`src/design/mcp_pkg.sv`:
```
// shared types and constants of the motor command parser
package mcp_pkg;

  // command length limit and field widths
  localparam int MAX_COMMAND_CHARS = 16;
  localparam int POS_W = $clog2(MAX_COMMAND_CHARS + 1);
  localparam int LEN_W = 5;
  localparam int ACC_W = 50;
  localparam int SCALE_W = 4;
  localparam int MANT_W = ACC_W + 1;

  localparam logic [ACC_W-1:0] ACC_MAX = {ACC_W{1'b1}};
  localparam logic [ACC_W-1:0] ACC_SAT_LIMIT = (ACC_MAX - ACC_W'(9)) / ACC_W'(10);
  localparam logic [LEN_W-1:0] LEN_MAX = {LEN_W{1'b1}};
  localparam logic [SCALE_W-1:0] SCALE_MAX = {SCALE_W{1'b1}};

  // characters of interest
  localparam logic [7:0] CH_R_UP = 8'h52;
  localparam logic [7:0] CH_R_LO = 8'h72;
  localparam logic [7:0] CH_V_UP = 8'h56;
  localparam logic [7:0] CH_V_LO = 8'h76;
  localparam logic [7:0] CH_POINT = 8'h2e;
  localparam logic [7:0] CH_MINUS = 8'h2d;
  localparam logic [7:0] CH_ZERO = 8'h30;
  localparam logic [7:0] CH_NINE = 8'h39;

  // scan phase codes
  localparam logic [1:0] PH_SCAN = 2'd0;
  localparam logic [1:0] PH_ROT_DONE = 2'd1;
  localparam logic [1:0] PH_DONE = 2'd2;

  // number mode codes
  localparam logic [1:0] MODE_NONE = 2'd0;
  localparam logic [1:0] MODE_ROT = 2'd1;
  localparam logic [1:0] MODE_VEL = 2'd2;

  // one accepted input word
  typedef struct packed {
    logic [7:0] character;
    logic       last;
  } cmd_word_t;

  // parsed result, magnitude and sign kept apart
  typedef struct packed {
    logic               rot_given;
    logic               rot_neg;
    logic [ACC_W-1:0]   rot_mag;
    logic [SCALE_W-1:0] rot_scale;
    logic               vel_given;
    logic               vel_neg;
    logic [ACC_W-1:0]   vel_mag;
    logic [SCALE_W-1:0] vel_scale;
  } result_t;

endpackage

```
`src/design/mcp_in_if.sv`:
```
// command character channel of the motor command parser
interface mcp_in_if;
  import mcp_pkg::*;

  logic       valid;
  logic       ready;
  logic [7:0] character;
  logic       last;

  modport source(output valid, character, last, input ready);
  modport sink(input valid, character, last, output ready);
endinterface

```
`src/design/mcp_out_if.sv`:
```
// result channel of the motor command parser
interface mcp_out_if;
  import mcp_pkg::*;

  logic                      valid;
  logic                      ready;
  logic                      rotation_given;
  logic signed [MANT_W-1:0]  rotation_mantissa;
  logic [SCALE_W-1:0]        rotation_fraction_digits;
  logic                      velocity_given;
  logic signed [MANT_W-1:0]  velocity_mantissa;
  logic [SCALE_W-1:0]        velocity_fraction_digits;

  modport source(output valid, rotation_given, rotation_mantissa, rotation_fraction_digits,
                 velocity_given, velocity_mantissa, velocity_fraction_digits, input ready);
  modport sink(input valid, rotation_given, rotation_mantissa, rotation_fraction_digits,
               velocity_given, velocity_mantissa, velocity_fraction_digits, output ready);
endinterface

```
`src/design/mcp_core.sv`:
```
// parser state and per-character update of the motor command parser
module mcp_core (
  input  logic               clk,
  input  logic               rst,
  input  logic               step,
  input  mcp_pkg::cmd_word_t word,
  output logic               result_valid,
  output mcp_pkg::result_t   result
);
  import mcp_pkg::*;

  typedef struct packed {
    logic [1:0]         phase;
    logic [1:0]         mode;
    logic [POS_W-1:0]   pos;
    logic [LEN_W-1:0]   len;
    logic [ACC_W-1:0]   acc;
    logic               neg;
    logic               point;
    logic [SCALE_W-1:0] frac;
    logic               rot_found;
    logic [ACC_W-1:0]   rot_mag;
    logic               rot_neg;
    logic [SCALE_W-1:0] rot_scale;
    logic               vel_found;
    logic [ACC_W-1:0]   vel_mag;
    logic               vel_neg;
    logic [SCALE_W-1:0] vel_scale;
  } parse_state_t;

  parse_state_t st;
  parse_state_t st_next;
  parse_state_t fin;

  // drop the number being read
  function automatic parse_state_t clear_number(parse_state_t s);
    parse_state_t t;
    t = s;
    t.len = '0;
    t.acc = '0;
    t.neg = 1'b0;
    t.point = 1'b0;
    t.frac = '0;
    return t;
  endfunction

  // close the number, keep it if it held any character
  function automatic parse_state_t end_number(parse_state_t s);
    parse_state_t t;
    t = s;
    if (t.mode != MODE_NONE && t.len != '0) begin
      if (t.mode == MODE_ROT) begin
        t.rot_found = 1'b1;
        t.rot_mag = t.acc;
        t.rot_neg = t.neg;
        t.rot_scale = t.frac;
        t.phase = PH_ROT_DONE;
      end else begin
        t.vel_found = 1'b1;
        t.vel_mag = t.acc;
        t.vel_neg = t.neg;
        t.vel_scale = t.frac;
        t.phase = PH_DONE;
      end
    end
    t.mode = MODE_NONE;
    return clear_number(t);
  endfunction

  // look for a letter that opens a number
  function automatic parse_state_t scan_char(parse_state_t s, logic [7:0] c);
    parse_state_t t;
    t = s;
    if (t.phase == PH_SCAN && (c == CH_R_UP || c == CH_R_LO)) begin
      t.mode = MODE_ROT;
      t = clear_number(t);
    end else if (t.phase < PH_DONE && (c == CH_V_UP || c == CH_V_LO)) begin
      t.mode = MODE_VEL;
      t = clear_number(t);
    end
    return t;
  endfunction

  // one character inside a number
  function automatic parse_state_t number_char(parse_state_t s, logic [7:0] c);
    parse_state_t     t;
    logic [7:0]       dsub;
    logic [ACC_W-1:0] times_ten;
    t = s;
    dsub = c - CH_ZERO;
    times_ten = (t.acc << 3) + (t.acc << 1) + ACC_W'(dsub[3:0]);
    if (c >= CH_ZERO && c <= CH_NINE) begin
      t.acc = (t.acc > ACC_SAT_LIMIT) ? ACC_MAX : times_ten;
      if (t.point && t.frac != SCALE_MAX) begin
        t.frac = t.frac + SCALE_W'(1);
      end
      if (t.len != LEN_MAX) begin
        t.len = t.len + LEN_W'(1);
      end
    end else if (c == CH_POINT) begin
      if (t.len == '0 || t.point) begin
        t.mode = MODE_NONE;
        t = clear_number(t);
      end else begin
        t.point = 1'b1;
        if (t.len != LEN_MAX) begin
          t.len = t.len + LEN_W'(1);
        end
      end
    end else if (c == CH_MINUS) begin
      if (t.len != '0) begin
        t.mode = MODE_NONE;
        t = clear_number(t);
      end else begin
        t.neg = 1'b1;
        t.len = t.len + LEN_W'(1);
      end
    end else begin
      t = end_number(t);
      t = scan_char(t, c);
    end
    return t;
  endfunction

  // per-character update and end of string
  always_comb begin
    parse_state_t s;
    s = st;
    if (s.pos >= POS_W'(MAX_COMMAND_CHARS)) begin
      if (s.mode != MODE_NONE) begin
        s = end_number(s);
      end
    end else begin
      s.pos = s.pos + POS_W'(1);
      if (s.phase < PH_DONE) begin
        if (s.mode != MODE_NONE) begin
          s = number_char(s, word.character);
        end else begin
          s = scan_char(s, word.character);
        end
      end
    end
    fin = (s.mode != MODE_NONE) ? end_number(s) : s;
    st_next = word.last ? '0 : s;
  end

  // result word from the closed state
  always_comb begin
    result.rot_given = fin.rot_found;
    result.rot_neg = fin.rot_found & fin.rot_neg;
    result.rot_mag = fin.rot_found ? fin.rot_mag : '0;
    result.rot_scale = fin.rot_found ? fin.rot_scale : '0;
    result.vel_given = fin.vel_found;
    result.vel_neg = fin.vel_found & fin.vel_neg;
    result.vel_mag = fin.vel_found ? fin.vel_mag : '0;
    result.vel_scale = fin.vel_found ? fin.vel_scale : '0;
  end

  assign result_valid = step & word.last;

  // parser state register
  always_ff @(posedge clk) begin
    if (rst) begin
      st <= '0;
    end else if (step) begin
      st <= st_next;
    end
  end

endmodule

```
`src/design/motor_command_parser.sv`:
```
// motor command parser: characters in, rotation and velocity numbers out
// throughput: one character word per cycle while not stalled, no gaps between strings
// result path: input register, then combinational core, then result register
// the only stall is a last character waiting while the result register is still full
// reset (synchronous, active high) empties both registers and returns the parser to
// the start of a string
module motor_command_parser (
  input logic      clk,
  input logic      rst,
  mcp_in_if.sink   cmd,
  mcp_out_if.source result
);
  import mcp_pkg::*;

  logic      s1_valid;
  cmd_word_t s1_word;
  logic      advance;
  logic      res_valid;
  result_t   res_data;
  logic      out_valid;
  result_t   out_data;

  // input stage moves on unless a last word finds the result register full and not ready
  assign advance = s1_valid && (!s1_word.last || !out_valid || result.ready);
  assign cmd.ready = !s1_valid || advance;

  // input register
  always_ff @(posedge clk) begin
    if (rst) begin
      s1_valid <= 1'b0;
    end else if (cmd.ready) begin
      s1_valid <= cmd.valid;
    end
  end

  always_ff @(posedge clk) begin
    if (cmd.ready && cmd.valid) begin
      s1_word.character <= cmd.character;
      s1_word.last <= cmd.last;
    end
  end

  mcp_core u_core (
    .clk          (clk),
    .rst          (rst),
    .step         (advance),
    .word         (s1_word),
    .result_valid (res_valid),
    .result       (res_data)
  );

  // result register
  always_ff @(posedge clk) begin
    if (rst) begin
      out_valid <= 1'b0;
    end else if (res_valid) begin
      out_valid <= 1'b1;
    end else if (result.ready) begin
      out_valid <= 1'b0;
    end
  end

  always_ff @(posedge clk) begin
    if (res_valid) begin
      out_data <= res_data;
    end
  end

  // sign applied on the way out
  assign result.valid = out_valid;
  assign result.rotation_given = out_data.rot_given;
  assign result.rotation_mantissa = out_data.rot_neg ? -$signed({1'b0, out_data.rot_mag})
                                                     : $signed({1'b0, out_data.rot_mag});
  assign result.rotation_fraction_digits = out_data.rot_scale;
  assign result.velocity_given = out_data.vel_given;
  assign result.velocity_mantissa = out_data.vel_neg ? -$signed({1'b0, out_data.vel_mag})
                                                     : $signed({1'b0, out_data.vel_mag});
  assign result.velocity_fraction_digits = out_data.vel_scale;

`ifndef SYNTH
  // a new result never lands on one still waiting
  a_no_overwrite: assert property (@(posedge clk) disable iff (rst)
    res_valid |-> (!out_valid || result.ready))
    else $error("result register overwritten");

  // a held input word keeps its contents
  a_s1_hold: assert property (@(posedge clk) disable iff (rst)
    (s1_valid && !advance) |=> (s1_valid && $stable(s1_word)))
    else $error("input stage lost a word");

  // a rotation not given reads as zero
  a_absent_zero: assert property (@(posedge clk) disable iff (rst)
    (out_valid && !out_data.rot_given) |->
      (out_data.rot_mag == '0 && out_data.rot_scale == '0 && !out_data.rot_neg))
    else $error("absent rotation not zero");
`endif

endmodule

```
`src/flat_wrapper.sv`:
```
// flat-port wrapper written by rule: the top's interface ports become plain ports
module motor_command_parser_flat import mcp_pkg::*;
  (clk, rst, cmd_valid, cmd_character, cmd_last, cmd_ready, result_valid, result_rotation_given, result_rotation_mantissa, result_rotation_fraction_digits, result_velocity_given, result_velocity_mantissa, result_velocity_fraction_digits, result_ready);
  mcp_in_if cmd_i ();
  mcp_out_if result_i ();
  input logic clk;
  input logic rst;
  input wire logic [$bits(cmd_i.valid)-1:0] cmd_valid;
  input wire logic [$bits(cmd_i.character)-1:0] cmd_character;
  input wire logic [$bits(cmd_i.last)-1:0] cmd_last;
  output wire logic [$bits(cmd_i.ready)-1:0] cmd_ready;
  output wire logic [$bits(result_i.valid)-1:0] result_valid;
  output wire logic [$bits(result_i.rotation_given)-1:0] result_rotation_given;
  output wire logic [$bits(result_i.rotation_mantissa)-1:0] result_rotation_mantissa;
  output wire logic [$bits(result_i.rotation_fraction_digits)-1:0] result_rotation_fraction_digits;
  output wire logic [$bits(result_i.velocity_given)-1:0] result_velocity_given;
  output wire logic [$bits(result_i.velocity_mantissa)-1:0] result_velocity_mantissa;
  output wire logic [$bits(result_i.velocity_fraction_digits)-1:0] result_velocity_fraction_digits;
  input wire logic [$bits(result_i.ready)-1:0] result_ready;
  assign cmd_i.valid = cmd_valid;
  assign cmd_i.character = cmd_character;
  assign cmd_i.last = cmd_last;
  assign cmd_ready = cmd_i.ready;
  assign result_valid = result_i.valid;
  assign result_rotation_given = result_i.rotation_given;
  assign result_rotation_mantissa = result_i.rotation_mantissa;
  assign result_rotation_fraction_digits = result_i.rotation_fraction_digits;
  assign result_velocity_given = result_i.velocity_given;
  assign result_velocity_mantissa = result_i.velocity_mantissa;
  assign result_velocity_fraction_digits = result_i.velocity_fraction_digits;
  assign result_i.ready = result_ready;
  motor_command_parser u_core (.clk(clk), .rst(rst), .cmd(cmd_i), .result(result_i));
endmodule
```
`config.mk`:
```
export PLATFORM = sky130hd
export DESIGN_NAME = motor_command_parser_flat
export DESIGN_NICKNAME = d
export VERILOG_FILES = /design/src/design/mcp_pkg.sv /design/src/design/mcp_in_if.sv /design/src/design/mcp_out_if.sv /design/src/design/mcp_core.sv /design/src/design/motor_command_parser.sv /design/src/flat_wrapper.sv
export SDC_FILE = /design/constraint.sdc
export NUM_CORES = 1
export LEC_CHECK = 0
export BUFFER_PORTS_ARGS = -buffer_cell sky130_fd_sc_hd__buf_2
export CAP_MARGIN = 20
export CORE_MARGIN = 3
export CORE_UTILIZATION = 40
export CTS_CLUSTER_SIZE = 16
export DETAILED_ROUTE_END_ITERATION = 10
export PLACE_DENSITY = 0.63
export SYNTH_ARGS = -nofsm -noshare
export SYNTH_HDL_FRONTEND = slang
export SYNTH_SLANG_ARGS = --single-unit
```
`constraint.sdc`:
```
create_clock -name clk -period 5.8 [get_ports clk]
set_input_delay 1.16 -clock clk [delete_from_list [all_inputs] [get_ports clk]]
set_output_delay 1.16 -clock clk [all_outputs]
set_load 0.05 [all_outputs]
```
* After elaboration in Yosys (flattened, before gate mapping)
Cells that the tools add are included. W data, S select, Z words.
Operators by class: muxes and demuxes 48, equal/unequal tests 10, reductions and logical operators 27, add/sub/neg operators 8, magnitude comparators 6, bitwise operators 3
Operators by type and width (count):
- $mux W182 | 7
- $mux W180 | 4
- $mux W112 | 4
- $mux W56 | 4
- $mux W51 | 3
- $mux W117 | 1
- $mux W116 | 1
- $neg A50 Y51 | 2
- $mux W50 | 2
- $mux W55 | 1
- $add A50 B4 Y50 | 1
- $add A50 B50 Y50 | 1
- $gt A50 B47 Y1 const B | 1
- $eq A8 B7 Y1 const B | 4
- $mux W2 | 9
- $eq A8 B6 Y1 const B | 2
- $mux W5 | 3
- $mux W7 | 2
- $add A5 B1 Y5 const B | 2
- $logic_and A1 B1 Y1 | 10
- $reduce_bool A5 Y1 | 2
- $mux W9 | 1
- $ge A8 B6 Y1 const B | 1
- $le A8 B6 Y1 const B | 1
- other kinds (15) | 33
Word-level totals: output and inout bits 114, register bits 305, logic and storage cells 130

* Longest topological paths before layout
depth after elaboration 24, depth in mapped cells 15, depth with buffers taken out 14

* Modules after synthesis
From an unflattened synthesis, not the netlist that was laid out.
Unflattened totals: cells, all modules 2432, area, all modules 20121.8 um^2
By module, submodules not included:
- mcp_core | cells an instance 1981, times used 1, area each 14172.3 um^2, sequential area each 3643.5 um^2
- motor_command_parser | cells an instance 451, times used 1, area each 5949.5 um^2, sequential area each 3673.5 um^2

* Worst setup path before layout
Ideal clock, no wire load.
path type reg2out, start reg u_core.out_data[21] (netlist bit), end out result_velocity_mantissa[40], buffers on the path 0, data required time 4.640 ns, data arrival time 3.987 ns, path slack 0.653 ns, stages on the path, launching flop included 11, cell sequence edfxtp_1 -> or4_1 -> or3_1 -> or3_1 -> or3_1 -> or2_2 -> or4_1 -> o21a_1 -> a21oi_1 -> nand2_1 -> xor2_1
On the way: word-level cells in the longest chain between the ends 2
RTL lines:
- from (decl) | RTL line motor_command_parser.sv:21 | result_t out_data;
- from (signal assigned) | RTL line motor_command_parser.sv:65 | out_data <= res_data;
- $neg A50 Y51 | RTL line motor_command_parser.sv:76 | assign result.velocity_mantissa = out_data.vel_neg ? -$signed({1'b0, out_data.vel_mag})
- $mux W51 | RTL line motor_command_parser.sv:76
- to (decl) | RTL line flat_wrapper.sv:17 | output wire logic [$bits(result_i.velocity_mantissa)-1:0] result_velocity_mantissa;
No other way between the ends.

* Worst setup path in the final report
start reg u_core.out_data[63] (netlist bit), end out result_rotation_mantissa[45]
On the way: word-level cells in the longest chain between the ends 2
RTL lines:
- $neg A50 Y51 | RTL line motor_command_parser.sv:72 | assign result.rotation_mantissa = out_data.rot_neg ? -$signed({1'b0, out_data.rot_mag})
- $mux W51 | RTL line motor_command_parser.sv:72
- to (decl) | RTL line flat_wrapper.sv:14 | output wire logic [$bits(result_i.rotation_mantissa)-1:0] result_rotation_mantissa;
No other way between the ends.

==> flow_summary.json <==
{
  "rsz0062_at_grt": "yes",
  "dp.cells": 3022,
  "final_cells": 3084,
  "synthArstFlopShare_pct": 0,
  "yosys_warnings": 0,
  "outcome": "completed",
  "die_w_um": 229.5,
  "fin_setup_tns_ns": 0,
  "layout_common_cells": "nor2_1, nand2_1, a21oi_1, dfxtp_1, o21ai_0",
  "rows": 81,
  "n_antenna_cell": 0,
  "nets": 2512,
  "place_congestion": 0.9233,
  "grt_antenna_before_repair": 1,
  "cap_violations": 0,
  "synth.mux.area_fraction_pct": 0.7450,
  "cts_max_level": 2,
  "netlist_area_um2": 19990,
  "die_area_um2": 52680,
  "viasPerCell": 6.138,
  "crit_type": "reg -> out",
  "max_slew_margin_pct": 26.77,
  "die_h_um": 229.5,
  "cts.clk_slew.worst_paths_ns": 0.06,
  "synth_edf_count": 121,
  "insertion_delay_ns": 0.54,
  "syn_area_per_cell_um2": 8.307,
  "peakVddDrop_mv": 0.1741,
  "synth_adder_area_share_pct": 6.648,
  "postCtsSetupBuffers": 0,
  "clk_path_buf_depth": 3,
  "grt.overflow.total": 0,
  "coreArea_um2": 49150,
  "drtPass1Iterations": 6,
  "synth_top_family_by_area": "compound AO/OA/AOI/OAI gates",
  "start_util_pct": 40.66,
  "final_area_um2": 22080,
  "synth_nets": 2524,
  "fin_skew_ns": 0.02818,
  "routed_wl_mm": 67.57,
  "required_ns": 4.64,
  "cts_hold_buf": 0,
  "vias": 18931,
  "synthFlopType": "dfxtp_1",
  "routedWlPerCell_um": 21.91,
  "synthSimpleGateAreaFrac_pct": 18.17,
  "p_leak_nw": 8.451,
  "drc_errors": 0,
  "grt_pass1_wl_mm": 103.7,
  "cts_tree": "yes",
  "cts_root_buf": "clkbuf_16",
  "yosysSeqAreaShare_pct": 36.61,
  "cts_resized": 0,
  "area_delta_synth_final_pct": 10.49,
  "numCtsBuffers": 34,
  "synth-compound-area-share_pct": 26.87,
  "synth_xor_area_share_pct": 5.960,
  "dpl_cell_area_um2": 20990,
  "final_hold_viol_count": 0,
  "dp_hpwl_mm": 46.69,
  "tightest_slew_ns": 1.094,
  "synth_seq_cells": 305,
  "layout_commonest_cell": "nor2_1",
  "p_per_area_nw_per_um2": 215.9,
  "arrival_ns": 4.44,
  "finalCriticalPeriod_ns": 5.596,
  "max_freq_mhz": 178.7,
  "first_global_vias": 17348,
  "worst-path-max-fanout": 6,
  "ant_nets": 0,
  "setup_viol": 0,
  "slew_violations": 0,
  "grt_max_degree": 81,
  "grt_usage_pct": 24.53,
  "io_buffers": 126,
  "clock-sinks": 305,
  "start_kind": "flop",
  "yosysUniqueCellTypes": 80,
  "layout-drive-gt1-share_pct": 10.83,
  "cp-end-kind": "primary output",
  "ios": 127,
  "postSynthCellCount": 2406,
  "period_share_pct": 96.49,
  "hold_class": "reg -> reg",
  "drt_iter0_markers": 2055
}
[flip-flops by register name (all words and copies together), names as in the netlist]
| name | count |
|---|---|
| u_core.result.velocity_given | 1 |
| u_core.result.valid | 1 |
| u_core.u_core.st | 182 |
| u_core.result.velocity_fraction_digits | 4 |
| u_core.result.rotation_fraction_digits | 4 |
| u_core.s1_word | 9 |
| u_core.out_data | 102 |
| u_core.result.rotation_given | 1 |
| u_core.s1_valid | 1 |
[through the flow]
stage | util [%] | hold WS [ns] | worst slack, ns | power (mW)
3_5_place_dp | 42.71 | 0.4615 | 0.6365 | 2.711
4_1_cts | 44.89 | 0.4761 | 0.05070 | 4.792
6_report | 44.93 | 0.4762 | 0.2038 | 4.767
3_3_place_gp | 42.71 | 0.4502 | 0.6432 | 2.708
5_1_grt | 44.93 | 0.5142 | -0.01179 | 4.905
2_1_floorplan | - | 0.4546 | 0.6533 | 2.604
[synthesized netlist by cell type, types with 23 or more instances]
master	n	share of area (%)
or4_1	23	0.86
nand3_1	40	1.0
xor2_1	24	1.1
o31ai_1	37	1.4
inv_1	40	0.75
a21o_1	30	1.1
clkbuf_1	187	3.5
o21ai_0	157	3.9
nor2_1	253	4.8
a22oi_1	124	4.7
a21oi_1	217	5.4
and3_1	89	2.8
dfxtp_1	184	18
nand2_1	226	4.2
edfxtp_1	121	18
xnor2_1	112	4.9
nor3_1	29	0.73
a31oi_1	30	0.94
a211oi_1	77	2.9
ha_1	103	6.4
[critical path, stage by stage, from the launching register on]
cell and delay (ns):
edfxtp_1 0.45, nor4_2 0.31, nand2_1 0.11, or4_4 0.45, or3_1 0.44, or4_4 0.56, or3_4 0.41, nand2b_4 0.16
or3_4 0.37, o31ai_4 0.18, xnor2_1 0.15, buf_2 0.30
[cells by family after synthesis]
kind of cell               Yosys count
AOI/OAI and AO/OA                  825
and+or+nand+nor                    767
DFF                                305
buffers and inverters              254
xor gates and xnor gates           136
adders and majority gates          105
muxes                               14
[layer usage]
layer	vias up	part of all wire, %	track usage (%)
met5	-	0	0
met4	0	2.2	6.549
met3	90	9.2	4.478
met2	925	44	37.43
met1	9029	45	35.60
li1	8887	-	-
[cell type report]
cell class | instances | area (µm²)
clock buffers | 51 | 987.2
clock inverters | 11 | 85.08
fillers | 4753 | 27070
inverters | 40 | 150.1
multi-input cells | 1847 | 11760
flip-flops and latches | 305 | 7317
well taps | 664 | 830.8
repair buffers | 166 | 950.9
[report_power, final]
group / switching (mW) / leakage, nW / internal, mW
clock: 0.912 / 0.525 / 1.19
sequential: 0.0320 / 2.54 / 2.25
combinational: 0.301 / 5.39 / 0.0818
[worst paths after layout]
check	start	to	slack (ns)	cells past startpoint
worst max-delay path	u_core.out_data[63]$_SDFFCE_PN0P_	result_rotation_mantissa[45]	0.20	11
worst max register to register	u_core.u_core.st[118]$_SDFFE_PP0P_	u_core.out_data[46]$_SDFFCE_PN0P_	1.01	16
worst min-delay path	u_core.u_core.st[111]$_SDFFE_PP0P_	u_core.u_core.st[111]$_SDFFE_PP0P_	0.48	2
worst min register to register	u_core.u_core.st[111]$_SDFFE_PP0P_	u_core.u_core.st[111]$_SDFFE_PP0P_	0.48	2
No activity file was read; power rests on OpenSTA's default activity.
